<file path="config.mk">
export PLATFORM = sky130hd
export DESIGN_NAME = tilt_gesture_unlock_sequencer
export DESIGN_NICKNAME = d
export VERILOG_FILES = /design/src/rtl/core/tgus_pkg.sv /design/src/rtl/core/tilt_gesture_unlock_sequencer.sv /design/src/rtl/core/tgus_front.sv /design/src/rtl/core/tgus_queue.sv /design/src/rtl/core/tgus_back.sv
export SDC_FILE = /design/constraint.sdc
export NUM_CORES = 1
export LEC_CHECK = 0
export BUFFER_PORTS_ARGS = -buffer_cell sky130_fd_sc_hd__buf_2
export CAP_MARGIN = 30
export CORE_MARGIN = 1
export CORE_UTILIZATION = 41
export DETAILED_ROUTE_END_ITERATION = 10
export GPL_TIMING_DRIVEN = 0
export PLACE_DENSITY = 0.67
export REMOVE_ABC_BUFFERS = 1
export SLEW_MARGIN = 20
export SYNTH_ARGS = -nofsm -noshare
export SYNTH_HDL_FRONTEND = slang
export SYNTH_SLANG_ARGS = --single-unit
</file>
<file path="constraint.sdc">
create_clock -name clk -period 11.4 [get_ports clk]
set_input_delay 2.28 -clock clk [delete_from_list [all_inputs] [get_ports clk]]
set_output_delay 2.28 -clock clk [all_outputs]
set_load 0.005 [all_outputs]
</file>
<file path="src/rtl/core/tgus_pkg.sv">
`timescale 1ns / 1ps
// ----------------------------------------------------------------------------
// Tilt gesture unlock sequencer: shared definitions
// Codes, transaction and configuration types, reset values and the
// accelerometer scaling function.
// ----------------------------------------------------------------------------
package tgus_pkg;

	localparam int ACC_W       = 14;
	localparam int SCL_W       = 9;
	localparam int CMP_W       = 10;
	localparam int PROD_W      = 21;
	localparam int SCALE_NUM   = 100;
	localparam int SCALE_SHIFT = 12;
	localparam int MS_W        = 16;
	localparam int LVL_W       = 7;
	localparam int CFG_IDX_W   = 3;
	localparam int CFG_DATA_W  = 16;
	localparam int QUEUE_DEPTH_DEF = 4;

	localparam logic [MS_W-1:0]  FLAT_HOLD_MIN_RST  = 16'd10000;
	localparam logic [MS_W-1:0]  RIGHT_HOLD_MIN_RST = 16'd2000;
	localparam logic [MS_W-1:0]  RIGHT_HOLD_MAX_RST = 16'd6000;
	localparam logic [MS_W-1:0]  UP_HOLD_MIN_RST    = 16'd4000;
	localparam logic [MS_W-1:0]  UP_HOLD_MAX_RST    = 16'd8000;
	localparam logic [MS_W-1:0]  CONFIRM_WINDOW_RST = 16'd500;
	localparam logic [LVL_W-1:0] ENTER_LEVEL_RST    = 7'd90;
	localparam logic [LVL_W-1:0] EXIT_LEVEL_RST     = 7'd80;
	localparam logic [MS_W-1:0]  MS_MAX             = 16'hFFFF;

	typedef enum logic [CFG_IDX_W-1:0] {
		REG_FLAT_HOLD_MIN  = 3'd0,
		REG_RIGHT_HOLD_MIN = 3'd1,
		REG_RIGHT_HOLD_MAX = 3'd2,
		REG_UP_HOLD_MIN    = 3'd3,
		REG_UP_HOLD_MAX    = 3'd4,
		REG_CONFIRM_WINDOW = 3'd5,
		REG_ENTER_LEVEL    = 3'd6,
		REG_EXIT_LEVEL     = 3'd7
	} reg_idx_t;

	typedef enum logic [2:0] {
		OR_INTER = 3'd0,
		OR_FLAT  = 3'd1,
		OR_OVER  = 3'd2,
		OR_RIGHT = 3'd3,
		OR_LEFT  = 3'd4,
		OR_UP    = 3'd5,
		OR_DOWN  = 3'd6
	} orient_t;

	typedef enum logic [2:0] {
		PH_WAIT  = 3'd0,
		PH_FLAT  = 3'd1,
		PH_RIGHT = 3'd2,
		PH_UP    = 3'd3,
		PH_TRIG  = 3'd4,
		PH_TERR  = 3'd5,
		PH_SERR  = 3'd6
	} phase_t;

	typedef enum logic [2:0] {
		EV_NONE   = 3'd0,
		EV_FLAT   = 3'd1,
		EV_RIGHT  = 3'd2,
		EV_UP     = 3'd3,
		EV_CHANGE = 3'd4
	} event_t;

	typedef struct packed {
		logic    tick;
		event_t  ev;
		orient_t orient;
	} qentry_t;

	typedef struct packed {
		logic [MS_W-1:0]  flat_hold_min;
		logic [MS_W-1:0]  right_hold_min;
		logic [MS_W-1:0]  right_hold_max;
		logic [MS_W-1:0]  up_hold_min;
		logic [MS_W-1:0]  up_hold_max;
		logic [MS_W-1:0]  confirm_window;
		logic [LVL_W-1:0] enter_level;
		logic [LVL_W-1:0] exit_level;
	} cfg_t;

	function automatic logic signed [SCL_W-1:0] scale_acc(input logic signed [ACC_W-1:0] v);
		logic signed [PROD_W-1:0] p;
		logic signed [PROD_W-1:0] q;
		p = PROD_W'(v) * PROD_W'(SCALE_NUM);
		if (p < 0) begin
			p = p + PROD_W'((1 << SCALE_SHIFT) - 1);
		end
		q = p >>> SCALE_SHIFT;
		return q[SCL_W-1:0];
	endfunction

endpackage

</file>
<file path="src/rtl/core/tilt_gesture_unlock_sequencer.sv">
`timescale 1ns / 1ps
// ----------------------------------------------------------------------------
// Tilt gesture unlock sequencer
// Classifies accelerometer samples into orientations and checks the gesture
// flat, right, up, flat against configurable hold and confirm windows.
// ----------------------------------------------------------------------------
// One transaction in, one result out, one transaction accepted per clock while
// the queue is not full. The front end scales and classifies a sample in the
// cycle it is accepted and writes a tick or event entry into a QUEUE_DEPTH-
// entry queue; the sequencer pops one entry per cycle into its output register
// while the output is not stalled, so a result is offered once its entry has
// passed through the queue and the output register. The input stalls only when
// the queue is full, i.e. after QUEUE_DEPTH transactions pile up in the queue
// behind a stalled output. Configuration registers take effect on the next cycle.
module tilt_gesture_unlock_sequencer #(
	parameter int QUEUE_DEPTH = tgus_pkg::QUEUE_DEPTH_DEF
) (
	input  logic                                   clk,
	input  logic                                   arst_n,
	input  logic                                   cfg_wen,
	input  logic [tgus_pkg::CFG_IDX_W-1:0]         cfg_index,
	input  logic [tgus_pkg::CFG_DATA_W-1:0]        cfg_wdata,
	input  logic                                   in_valid,
	output logic                                   in_stall,
	input  logic                                   mode,
	input  logic signed [tgus_pkg::ACC_W-1:0]      accel_x,
	input  logic signed [tgus_pkg::ACC_W-1:0]      accel_y,
	input  logic signed [tgus_pkg::ACC_W-1:0]      accel_z,
	output logic                                   out_valid,
	input  logic                                   out_stall,
	output logic [2:0]                             orientation,
	output logic [2:0]                             sequence_phase,
	output logic [2:0]                             step_leds,
	output logic                                   error_lamp,
	output logic                                   success_lamp
);
	import tgus_pkg::*;

	cfg_t    cfg_q;
	qentry_t f_entry;
	qentry_t q_entry;
	logic    accept;
	logic    q_full;
	logic    q_not_empty;
	logic    pop;

	assign in_stall = q_full;
	assign accept   = in_valid && !q_full;

	always_ff @(posedge clk or negedge arst_n) begin
		if (!arst_n) begin
			cfg_q.flat_hold_min  <= FLAT_HOLD_MIN_RST;
			cfg_q.right_hold_min <= RIGHT_HOLD_MIN_RST;
			cfg_q.right_hold_max <= RIGHT_HOLD_MAX_RST;
			cfg_q.up_hold_min    <= UP_HOLD_MIN_RST;
			cfg_q.up_hold_max    <= UP_HOLD_MAX_RST;
			cfg_q.confirm_window <= CONFIRM_WINDOW_RST;
			cfg_q.enter_level    <= ENTER_LEVEL_RST;
			cfg_q.exit_level     <= EXIT_LEVEL_RST;
		end else if (cfg_wen) begin
			case (reg_idx_t'(cfg_index))
				REG_FLAT_HOLD_MIN:  cfg_q.flat_hold_min  <= cfg_wdata;
				REG_RIGHT_HOLD_MIN: cfg_q.right_hold_min <= cfg_wdata;
				REG_RIGHT_HOLD_MAX: cfg_q.right_hold_max <= cfg_wdata;
				REG_UP_HOLD_MIN:    cfg_q.up_hold_min    <= cfg_wdata;
				REG_UP_HOLD_MAX:    cfg_q.up_hold_max    <= cfg_wdata;
				REG_CONFIRM_WINDOW: cfg_q.confirm_window <= cfg_wdata;
				REG_ENTER_LEVEL:    cfg_q.enter_level    <= cfg_wdata[LVL_W-1:0];
				REG_EXIT_LEVEL:     cfg_q.exit_level     <= cfg_wdata[LVL_W-1:0];
				default: ;
			endcase
		end
	end

	tgus_front u_front (
		.clk         (clk),
		.arst_n      (arst_n),
		.accept      (accept),
		.mode        (mode),
		.accel_x     (accel_x),
		.accel_y     (accel_y),
		.accel_z     (accel_z),
		.enter_level (cfg_q.enter_level),
		.exit_level  (cfg_q.exit_level),
		.entry       (f_entry)
	);

	tgus_queue #(
		.DEPTH (QUEUE_DEPTH)
	) u_queue (
		.clk       (clk),
		.arst_n    (arst_n),
		.push      (accept),
		.push_data (f_entry),
		.full      (q_full),
		.pop       (pop),
		.not_empty (q_not_empty),
		.pop_data  (q_entry)
	);

	tgus_back u_back (
		.clk            (clk),
		.arst_n         (arst_n),
		.cfg            (cfg_q),
		.q_not_empty    (q_not_empty),
		.q_data         (q_entry),
		.pop            (pop),
		.out_valid      (out_valid),
		.out_stall      (out_stall),
		.orientation    (orientation),
		.sequence_phase (sequence_phase),
		.step_leds      (step_leds),
		.error_lamp     (error_lamp),
		.success_lamp   (success_lamp)
	);

endmodule

</file>
<file path="src/rtl/core/tgus_front.sv">
`timescale 1ns / 1ps
// ----------------------------------------------------------------------------
// Tilt gesture front end
// Scales accelerometer samples, tracks orientation with hysteresis and turns
// each accepted transaction into a queue entry (tick or orientation event).
// ----------------------------------------------------------------------------
module tgus_front (
	input  logic                                    clk,
	input  logic                                    arst_n,
	input  logic                                    accept,
	input  logic                                    mode,
	input  logic signed [tgus_pkg::ACC_W-1:0]       accel_x,
	input  logic signed [tgus_pkg::ACC_W-1:0]       accel_y,
	input  logic signed [tgus_pkg::ACC_W-1:0]       accel_z,
	input  logic        [tgus_pkg::LVL_W-1:0]       enter_level,
	input  logic        [tgus_pkg::LVL_W-1:0]       exit_level,
	output tgus_pkg::qentry_t                       entry
);
	import tgus_pkg::*;

	orient_t                   orient_q;
	orient_t                   orient_d;
	event_t                    ev;
	logic                      leave;
	logic signed [CMP_W-1:0]   sx, sy, sz;
	logic signed [CMP_W-1:0]   en_p, en_n, ex_p, ex_n;

	always_comb begin
		sx   = CMP_W'(scale_acc(accel_x));
		sy   = CMP_W'(scale_acc(accel_y));
		sz   = CMP_W'(scale_acc(accel_z));
		en_p = $signed({{(CMP_W-LVL_W){1'b0}}, enter_level});
		ex_p = $signed({{(CMP_W-LVL_W){1'b0}}, exit_level});
		en_n = -en_p;
		ex_n = -ex_p;
	end

	always_comb begin
		orient_d = orient_q;
		ev       = EV_NONE;
		leave    = 1'b0;
		case (orient_q)
			OR_INTER: begin
				if (sz > en_p) begin
					orient_d = OR_FLAT;
					ev       = EV_FLAT;
				end else if (sz < en_n) begin
					orient_d = OR_OVER;
				end else if (sy < en_n) begin
					orient_d = OR_RIGHT;
					ev       = EV_RIGHT;
				end else if (sy > en_p) begin
					orient_d = OR_LEFT;
				end else if (sx < en_n) begin
					orient_d = OR_UP;
					ev       = EV_UP;
				end else if (sx > en_p) begin
					orient_d = OR_DOWN;
				end
			end
			OR_FLAT:  leave = sz < ex_p;
			OR_OVER:  leave = sz > ex_n;
			OR_RIGHT: leave = sy > ex_n;
			OR_LEFT:  leave = sy < ex_p;
			OR_UP:    leave = sx > ex_n;
			OR_DOWN:  leave = sx < ex_p;
			default:  orient_d = OR_INTER;
		endcase
		if (leave) begin
			orient_d = OR_INTER;
			ev       = EV_CHANGE;
		end
	end

	always_comb begin
		if (!mode) begin
			entry.tick   = 1'b1;
			entry.ev     = EV_NONE;
			entry.orient = orient_q;
		end else begin
			entry.tick   = 1'b0;
			entry.ev     = ev;
			entry.orient = orient_d;
		end
	end

	always_ff @(posedge clk or negedge arst_n) begin
		if (!arst_n) begin
			orient_q <= OR_INTER;
		end else if (accept && mode) begin
			orient_q <= orient_d;
		end
	end

`ifndef SYNTH
	a_orient_via_inter: assert property (@(posedge clk) disable iff (!arst_n)
		(orient_q != OR_INTER) |=> (orient_q == $past(orient_q) || orient_q == OR_INTER))
		else $error("orientation moved between two tilts without passing intermediate");
	a_change_only_on_leave: assert property (@(posedge clk) disable iff (!arst_n)
		(accept && mode && entry.ev == EV_CHANGE) |=> (orient_q == OR_INTER))
		else $error("change event without return to intermediate");
	a_tick_no_event: assert property (@(posedge clk) disable iff (!arst_n)
		(accept && !mode) |=> (orient_q == $past(orient_q)))
		else $error("tick altered orientation");
`endif

endmodule

</file>
<file path="src/rtl/core/tgus_queue.sv">
`timescale 1ns / 1ps
// ----------------------------------------------------------------------------
// Tilt gesture decoupling queue
// Short register FIFO between the classifying front end and the sequencer.
// ----------------------------------------------------------------------------
module tgus_queue #(
	parameter int DEPTH = tgus_pkg::QUEUE_DEPTH_DEF
) (
	input  logic              clk,
	input  logic              arst_n,
	input  logic              push,
	input  tgus_pkg::qentry_t push_data,
	output logic              full,
	input  logic              pop,
	output logic              not_empty,
	output tgus_pkg::qentry_t pop_data
);
	import tgus_pkg::*;

	localparam int AW = (DEPTH > 1) ? $clog2(DEPTH) : 1;
	localparam int CW = $clog2(DEPTH + 1);
	localparam logic [AW-1:0] LAST = AW'(DEPTH - 1);
	localparam logic [CW-1:0] FULL_CNT = CW'(DEPTH);

	qentry_t         mem_q [DEPTH];
	logic [AW-1:0]   wr_ptr_q;
	logic [AW-1:0]   rd_ptr_q;
	logic [CW-1:0]   count_q;

	assign full      = (count_q == FULL_CNT);
	assign not_empty = (count_q != '0);
	assign pop_data  = mem_q[rd_ptr_q];

	always_ff @(posedge clk) begin
		if (push) begin
			mem_q[wr_ptr_q] <= push_data;
		end
	end

	always_ff @(posedge clk or negedge arst_n) begin
		if (!arst_n) begin
			wr_ptr_q <= '0;
			rd_ptr_q <= '0;
			count_q  <= '0;
		end else begin
			if (push) begin
				wr_ptr_q <= (wr_ptr_q == LAST) ? '0 : wr_ptr_q + AW'(1);
			end
			if (pop) begin
				rd_ptr_q <= (rd_ptr_q == LAST) ? '0 : rd_ptr_q + AW'(1);
			end
			if (push && !pop) begin
				count_q <= count_q + CW'(1);
			end else if (pop && !push) begin
				count_q <= count_q - CW'(1);
			end
		end
	end

`ifndef SYNTH
	a_count_bound: assert property (@(posedge clk) disable iff (!arst_n)
		count_q <= FULL_CNT)
		else $error("queue count beyond depth");
	a_no_pop_empty: assert property (@(posedge clk) disable iff (!arst_n)
		pop |-> not_empty)
		else $error("pop from empty queue");
	a_no_push_full: assert property (@(posedge clk) disable iff (!arst_n)
		push |-> !full)
		else $error("push into full queue");
`endif

endmodule

</file>
<file path="src/rtl/core/tgus_back.sv">
`timescale 1ns / 1ps
// ----------------------------------------------------------------------------
// Tilt gesture sequencer back end
// Consumes ticks and events from the queue, runs the flat, right, up, flat
// timing checks and registers one result transaction per entry.
// ----------------------------------------------------------------------------
module tgus_back (
	input  logic                clk,
	input  logic                arst_n,
	input  tgus_pkg::cfg_t      cfg,
	input  logic                q_not_empty,
	input  tgus_pkg::qentry_t   q_data,
	output logic                pop,
	output logic                out_valid,
	input  logic                out_stall,
	output logic [2:0]          orientation,
	output logic [2:0]          sequence_phase,
	output logic [2:0]          step_leds,
	output logic                error_lamp,
	output logic                success_lamp
);
	import tgus_pkg::*;

	phase_t          phase_q, phase_d;
	logic            conf_q, conf_d;
	logic [MS_W-1:0] elapsed_q, elapsed_d, el_inc;
	logic [MS_W-1:0] lo, hi;
	logic            has_hi;
	event_t          want;
	logic            out_valid_q;
	orient_t         out_orient_q;
	phase_t          out_phase_q;

	assign pop = q_not_empty && (!out_valid_q || !out_stall);

	always_comb begin
		phase_d   = phase_q;
		conf_d    = conf_q;
		elapsed_d = elapsed_q;
		el_inc    = (elapsed_q == MS_MAX) ? elapsed_q : elapsed_q + MS_W'(1);
		lo        = cfg.flat_hold_min;
		hi        = '0;
		has_hi    = 1'b0;
		want      = EV_RIGHT;
		case (phase_q)
			PH_RIGHT: begin
				lo     = cfg.right_hold_min;
				hi     = cfg.right_hold_max;
				has_hi = 1'b1;
				want   = EV_UP;
			end
			PH_UP: begin
				lo     = cfg.up_hold_min;
				hi     = cfg.up_hold_max;
				has_hi = 1'b1;
				want   = EV_FLAT;
			end
			default: ;
		endcase

		if (q_data.tick) begin
			if (phase_q inside {PH_FLAT, PH_RIGHT, PH_UP}) begin
				elapsed_d = el_inc;
				if (conf_q) begin
					if (el_inc >= cfg.confirm_window) begin
						phase_d = PH_SERR;
					end
				end else if (has_hi && el_inc >= hi) begin
					phase_d = PH_TERR;
				end
			end
		end else if (q_data.ev != EV_NONE) begin
			if (phase_q == PH_WAIT) begin
				if (q_data.ev == EV_FLAT) begin
					phase_d   = PH_FLAT;
					conf_d    = 1'b0;
					elapsed_d = '0;
				end
			end else if (phase_q inside {PH_FLAT, PH_RIGHT, PH_UP}) begin
				if (!conf_q) begin
					if (q_data.ev == EV_CHANGE) begin
						if (elapsed_q < lo || (has_hi && elapsed_q >= hi)) begin
							phase_d = PH_TERR;
						end else begin
							conf_d    = 1'b1;
							elapsed_d = '0;
							if (cfg.confirm_window == '0) begin
								phase_d = PH_SERR;
							end
						end
					end
				end else if (q_data.ev == want) begin
					conf_d    = 1'b0;
					elapsed_d = '0;
					case (phase_q)
						PH_FLAT:  phase_d = PH_RIGHT;
						PH_RIGHT: phase_d = PH_UP;
						default:  phase_d = PH_TRIG;
					endcase
				end
			end
		end
	end

	always_ff @(posedge clk or negedge arst_n) begin
		if (!arst_n) begin
			phase_q     <= PH_WAIT;
			conf_q      <= 1'b0;
			elapsed_q   <= '0;
			out_valid_q <= 1'b0;
		end else if (pop) begin
			phase_q     <= phase_d;
			conf_q      <= conf_d;
			elapsed_q   <= elapsed_d;
			out_valid_q <= 1'b1;
		end else if (!out_stall) begin
			out_valid_q <= 1'b0;
		end
	end

	always_ff @(posedge clk) begin
		if (pop) begin
			out_orient_q <= q_data.orient;
			out_phase_q  <= phase_d;
		end
	end

	always_comb begin
		case (out_phase_q)
			PH_FLAT:  step_leds = 3'b001;
			PH_RIGHT: step_leds = 3'b011;
			PH_UP:    step_leds = 3'b111;
			default:  step_leds = 3'b000;
		endcase
	end

	assign out_valid      = out_valid_q;
	assign orientation    = out_orient_q;
	assign sequence_phase = out_phase_q;
	assign error_lamp     = (out_phase_q == PH_TERR) || (out_phase_q == PH_SERR);
	assign success_lamp   = (out_phase_q == PH_TRIG);

`ifndef SYNTH
	a_latched_holds: assert property (@(posedge clk) disable iff (!arst_n)
		(phase_q == PH_TRIG || phase_q == PH_TERR || phase_q == PH_SERR)
		|=> (phase_q == $past(phase_q)))
		else $error("latched phase left before reset");
	a_wait_not_confirming: assert property (@(posedge clk) disable iff (!arst_n)
		(phase_q == PH_WAIT) |-> !conf_q)
		else $error("confirming while waiting for flat");
	a_result_tracks_state: assert property (@(posedge clk) disable iff (!arst_n)
		pop |=> (out_phase_q == phase_q))
		else $error("result phase differs from sequencer state");
	a_stalled_result_kept: assert property (@(posedge clk) disable iff (!arst_n)
		(out_valid_q && out_stall) |=> (out_valid_q && $stable(out_phase_q)))
		else $error("pending result overwritten");
`endif

endmodule
</file>
==> flow_summary.yaml, run 1 <==
final_layout:
  layoutNonFillerInstCount: 2383
  stdcell_area_um2: 19100
  fin_nets: 2238
  mostFrequentLayoutCell: "ha_1"
  final_core_util_pct: 45.5
  final_cell_mix: "ha_1 (303), mux2_2 (131), nand2_1 (127)"
  drive_gt1_share_pct: 19.1
  n_antenna_cell: 0
  synthToLayoutAreaGrowth_pct: 9.46
synthesis:
  async_reset_ff_share_pct: 80.6
  synth_compound_area_share_pct: 15.0
  synth_top_family_by_area: "adder cells"
  synth_cells: 1769
  yosys_warnings: 0
  synthAdderAreaFrac_pct: 26.0
  syn-cell-area_um2: 17400
  synth_xor_xnor_area_share_pct: 3.31
  synth_top_area_cell: "ha_1"
  synth-edff-count: 34
  ys_seq_area_share_pct: 26.4
  yosys.area_share.simple_pct: 15.0
  synthDistinctLibCells: 97
  synth-seq-cells: 175
  synthMuxAreaShare_pct: 10.6
  syn_area_per_cell_um2: 9.86
  synth_area_leaders: "ha_1 (22%), dfrtp_1 (14%), mux2_2 (8.5%)"
  ys.flop_type: "dfrtp_1"
  yosys.area.top_type_share_pct: 21.7
clock_network:
  numCtsBuffers: 17
  clock-sinks: 175
  cts_tree: "done"
  cts_buffer_depth: 2
  cts_setup_buffers: 0
  htree_levels: 4
  cts-resized-gates: 0
  cts_root_buf: "clkbuf_16"
  worst_skew_pair.late_latency_ns: 0.44
  cts_hold_buf: 0
  path_clk_slew_ns: 0.08
pwr:
  p_total_mw: 4.23
  p_leak_nw: 8.77
  internal_power_mw: 2.28
  ir_drop_mv: 0.115
  switching_power_mw: 1.95
  sw_frac_of_total_pct: 46.1
  power.share.clock_pct: 13.7
  combinationalPowerShare_pct: 63.2
  seqPwrFrac_pct: 23.1
  powerDensity_nw_per_um2: 221
die:
  die_w_um: 208
  dieArea_um2: 43400
  num_rows: 75
  core_area_um2: 41900
  ioPinCount: 80
  chipHeight_um: 208
  initial_core_util_pct: 41.6
sta:
  slew_viol_final: 0
  min_period_over_period_pct: 74.4
  period_minus_slack_ns: 8.48
  fin_skew_ns: 0.0130
  maxSlewHeadroom_pct: 45.2
  rsz0062_at_grt: "no"
  hold_viol: 0
  setup_violations: 0
  tightest_slew_ns: 0.818
  fmax_ghz: 0.118
  finalSetupTns_ns: 0
  fin_ws_ns: 2.92
  whs_ns: 0.493
global_routing:
  grt_pass1_vias: 13600
  grtUsageTotal_pct: 18.9
  grt_pass1_wl_um: 67500
  grt.overflow.total: 0
  grt_antenna_before_repair: 0
  grt_max_degree: 85
route:
  finalWirelength_um: 40200
  drtIter0Drc: 784
  vias: 13600
  wl_per_cell_um: 16.9
  drt-pass1-iter-count: 5
  via_per_inst: 5.70
  route.detailed.drc: 0
  drt.antenna.violating_nets: 0
critical_path:
  slowest_stage: "xor2_1"
  crit_path_max_fanout: 6
  max_stage_delay_ns: 0.44
  crit_type: "in -> reg"
  end_kind: "flip-flop"
  path_common_cell: "ha_1"
  crit_arrival_ns: 8.69
  required_ns: 11.62
  start_kind: "input port"
placed_design:
  gp_congestion: 0.941
  dpl.hpwl_um: 32100
  place_worst_setup_slack_ns: 2.47
  port_buffers: 79
  place_inst: 2350
  place_area_um2: 18500
outcome:
  status: "finished, final reports clean"
hold_path:
  holdCritPathClass: "reg -> reg"
run:
  maxCapViolCount: 0
## final cells by class
class / instances / area [um^2]
inverter: 119 / 447
multi-input combinational: 1426 / 12200
clock inverter: 15 / 164
fill: 3933 / 22900
timing repair buffer: 92 / 563
tap: 539 / 674
sequential: 175 / 4600
clock buffer: 17 / 425
## critical path: cells and delay by family
kind	cells	cell delay [ns]
buf+inv	2	0.25
xor+xnor	2	0.67
compound gates	9	2.01
fa+ha+maj	5	1.66
simple gates	8	1.84
## flip-flops by register name (all words and copies together) (netlist names)
name / flops
u_back.out_valid: 1
u_back.conf_q: 1
u_queue.wr_ptr_q: 2
u_back.sequence_phase: 3
u_queue.rd_ptr_q: 2
cfg_q: 110
u_back.elapsed_q: 16
u_front.orient_q: 3
u_back.orientation: 3
u_back.phase_q: 3
u_queue.mem_q: 28
u_queue.count_q: 3
## power by group through the flow
stage	sequential, mW	combinational, mW	clock [mW]
global placement	0.983	2.52	0
global route	0.998	3.01	0.613
CTS	0.975	2.67	0.588
finish	0.974	2.67	0.580
floorplan	0.946	1.97	0
detailed placement	0.986	2.65	0
## layer usage
layer  part of all wire, %  vias up  track usage, %  routed length, um
met5                     0        -               0                  0
met4                   2.2        0            5.72                896
met3                   2.8       55            1.40               1120
met2                    49      266            33.5              19900
met1                    46     6578            24.4              18300
li1                      -     6688               -                  -
## cell usage after synthesis (19+ instances only)
cell type,n
nand4_1,27
mux2i_1,23
mux2_2,131
o21a_1,42
and2_1,23
nand2_1,127
and3_1,20
edfxtp_1,34
dfrtp_1,99
nor2b_1,30
clkbuf_1,41
inv_1,118
a21o_1,41
nor2_1,78
dfstp_2,42
ha_1,303
a21oi_1,64
nand3_1,42
nor3_1,32
fa_1,37
xor2_1,19
o21ai_0,83
xnor2_1,47
## path summary, 6_finish.rpt
kind	start	to	slack, ns	cells after the start
min reg2reg	u_back.out_valid	u_back.out_valid	0.49	2
min in group asynchronous	arst_n	cfg_q[83]	1.74	1
max in group asynchronous	arst_n	cfg_q[42]	8.85	2
max	accel_y[2]	u_queue.mem_q[0][0]	2.92	26
min	u_back.out_valid	u_back.out_valid	0.49	2
max reg2reg	u_back.elapsed_q[4]	u_back.phase_q[1]	6.53	17
## kinds of logic after synthesis
kind of cell | after synthesis
and+or+nand+nor | 485
AOI/OAI and AO/OA | 375
adders and majority gates | 340
DFF | 175
buffers and inverters | 168
muxes | 160
xor gates and xnor gates | 66
(Power assumes the default switching activity.)
==> run 2, diff against run 1 <==
--- a/config.mk
+++ b/config.mk
@@ -5,6 +5,7 @@
 export SDC_FILE = /design/constraint.sdc
 export NUM_CORES = 1
 export LEC_CHECK = 0
+export ABC_AREA = 1
 export BUFFER_PORTS_ARGS = -buffer_cell sky130_fd_sc_hd__buf_2
 export CAP_MARGIN = 30
 export CORE_MARGIN = 1
==> constraint.sdc (replaced) <==
create_clock -name clk -period 8.65 [get_ports clk]
set_input_delay 1.73 -clock clk [delete_from_list [all_inputs] [get_ports clk]]
set_output_delay 1.73 -clock clk [all_outputs]
set_load 0.005 [all_outputs]
==> run 2 against run 1 <==
  * Sequential power is 28% higher
  * Setup slack worse by 1.1 ns
  * Critical path depth is 5 higher
  * Clock skew is 0.0020 ns higher
  * Cell count is 17% higher
  * Core utilization is 0.16 points higher
  * Die area is 2.8% lower
  * Synthesized area is 2.9% lower
  * Critical path type unchanged
  * Hold slack worse by 0.0040 ns
  * Wire length is 0.89% higher
  * Critical endpoint is now u_queue.mem_q[2][3]
==> flow_summary.yaml, run 2 <==
final_layout:
  largestRegisters: "cfg_q x110, u_queue.mem_q x28, u_back.elapsed_q x16"
  largest_reg_flops: 110
  drive_gt1_share_pct: 9.96
  n_fill_cell: 4031
  fin_nets: 2642
  final_cell_mix: "nand2_1 (498), ha_1 (303), inv_1 (271)"
  synthToLayoutAreaGrowth_pct: 10.1
  mostFrequentLayoutCell: "nand2_1"
  regMostFlops: "cfg_q"
clock_network:
  htree_levels: 4
  numCtsBuffers: 17
  cts-resized-gates: 0
  clock-sinks: 175
  cts_setup_buffers: 0
  cts_tree: "done"
  cts_buffer_depth: 2
  cts_hold_buf: 0
  cts_root_buf: "clkbuf_16"
  worst_skew_pair.late_latency_ns: 0.45
  path_clk_slew_ns: 0.07
synthesis:
  syn-cell-area_um2: 16900
  synth_most_common_cell: "nand2_1"
  synth-seq-cells: 175
  synth-edff-count: 34
  async_reset_ff_share_pct: 80.6
  ys_seq_area_share_pct: 27.2
  syn_area_per_cell_um2: 7.82
  ys_top_cells_by_count: "nand2_1 (498), ha_1 (303), inv_1 (271)"
  synth_top_area_cell: "ha_1"
  synthDistinctLibCells: 59
  yosys_warnings: 0
  yosys.area.top_type_share_pct: 22.4
  synth_cells: 2166
  synth_area_leaders: "ha_1 (22%), dfrtp_1 (15%), nand2_1 (11%)"
  ys.flop_type: "dfrtp_1"
global_routing:
  grt_antenna_before_repair: 1
  grt_pass1_wl_um: 68800
  grtUsageTotal_pct: 20.1
  grt_pass1_vias: 14400
  grt.overflow.total: 0
  grt_max_degree: 82
placed_design:
  gp_congestion: 0.909
  port_buffers: 79
  dpl.hpwl_um: 32300
route:
  finalWirelength_um: 40600
  vias: 14500
  wl_per_cell_um: 14.6
  drtIter0Drc: 904
  drt.antenna.violating_nets: 0
  drt-pass1-iter-count: 5
  route.detailed.drc: 0
  via_per_inst: 5.23
critical_path:
  max_stage_delay_ns: 0.46
  crit_path_max_fanout: 4
  path_common_cell: "nand2_1"
  start_kind: "input port"
  crit_arrival_ns: 7.03
  ff2ff_setup_slack_ns: 4.29
  end_kind: "flip-flop"
  crit_type: "in -> reg"
  required_ns: 8.88
  slowest_stage: "fa_1"
sta:
  fin_skew_ns: 0.0150
  slew_viol_final: 0
  tightest_slew_ns: 0.806
  min_period_over_period_pct: 78.7
  maxSlewHeadroom_pct: 46.0
  period_minus_slack_ns: 6.80
  finalSetupTns_ns: 0
  rsz0062_at_grt: "no"
  hold_viol: 0
  fmax_ghz: 0.147
  setup_violations: 0
pwr:
  ir_drop_mv: 0.147
  p_total_mw: 5.38
  powerDensity_nw_per_um2: 288
  p_leak_nw: 9.56
die:
  core_area_um2: 40800
  dieArea_um2: 42200
  chipHeight_um: 205
  initial_core_util_pct: 41.5
  die_w_um: 205
  ioPinCount: 80
  num_rows: 74
run:
  maxCapViolCount: 0
hold_path:
  holdCritPathClass: "reg -> reg"
outcome:
  status: "finished, final reports clean"
## run 2: cell types whose count changed in the layout (fill, tap and decap cells not counted), moves of 36 or more
cell	delta
o21ai_0	+82
a21o_1	-36
nor2_1	+69
nand3_1	+76
mux2_2	-130
inv_1	+153
nand2_1	+371
## run 2: metal layers
| layer | wire length [um] | GRT usage [%] |
|---|---|---|
| met4 | 794 | 5.50 |
| met2 | 20700 | 37.4 |
| met5 | 0 | 0 |
| met1 | 17800 | 24.5 |
| met3 | 1260 | 2.04 |
## run 2: worst paths after layout
kind                                     startpoint                       end  cells past startpoint
worst max-delay path                     accel_y[1]       u_queue.mem_q[2][3]                     31
worst min-delay path                      cfg_q[63]                 cfg_q[63]                      2
worst max register to register  u_back.elapsed_q[1]  u_back.sequence_phase[0]                     25
worst min register to register            cfg_q[63]                 cfg_q[63]                      2
max in group asynchronous                    arst_n                 cfg_q[20]                      2
min in group asynchronous                    arst_n                 cfg_q[91]                      1
## run 2: worst max-delay path, delay by kind of cell
kind | cells | cell delay, ns
simple gates | 15 | 1.78
fa+ha+maj | 6 | 2.03
xor+xnor | 1 | 0.39
buf+inv | 4 | 0.39
compound gates | 5 | 0.70
## run 2: report_power, final
group	internal [mW]	switching, mW	total [mW]
clock	0.424	0.389	0.813
combinational	1.21	2.10	3.31
sequential	1.09	0.160	1.25
## run 2: metrics by stage
stage | instances | setup WS [ns] | util, % | instance area [um^2] | hold slack, ns
after floorplan | 2130 | 2.38 | - | 16800 | 0.453
after global placement | 2741 | 1.49 | 43.7 | 17900 | 0.467
after detailed placement | 2746 | 1.38 | 44.1 | 18000 | 0.474
after CTS | 2778 | 1.82 | 45.6 | 18600 | 0.491
after global routing | 2781 | 1.22 | 45.7 | 18700 | 0.503
final | 2781 | 1.85 | 45.7 | 18700 | 0.489
## run 2: area by class of cell
cell class / instances / area (um^2) / area share (%)
multi-input combinational: 1669 / 11100 / 59.7
sequential: 175 / 4600 / 24.7
inverter: 286 / 1070 / 5.76
tap: 532 / 666 / 3.57
timing repair buffer: 86 / 544 / 2.92
clock buffer: 17 / 425 / 2.28
clock inverter: 15 / 208 / 1.11
antenna: 1 / 2.50 / 0.0134
## run 2: cell families after synthesis
| kind of cell | count (synthesis) | synth area share [%] |
|---|---|---|
| flip-flops | 175 | 27.2 |
| buffers and inverters | 322 | 7.22 |
| adder cells (fa/ha/maj) | 340 | 26.7 |
| AO/OA/AOI/OAI | 379 | 12.8 |
| multiplexers | 1 | 0.0664 |
| XOR/XNOR | 65 | 3.54 |
| AND/OR/NAND/NOR | 884 | 22.5 |
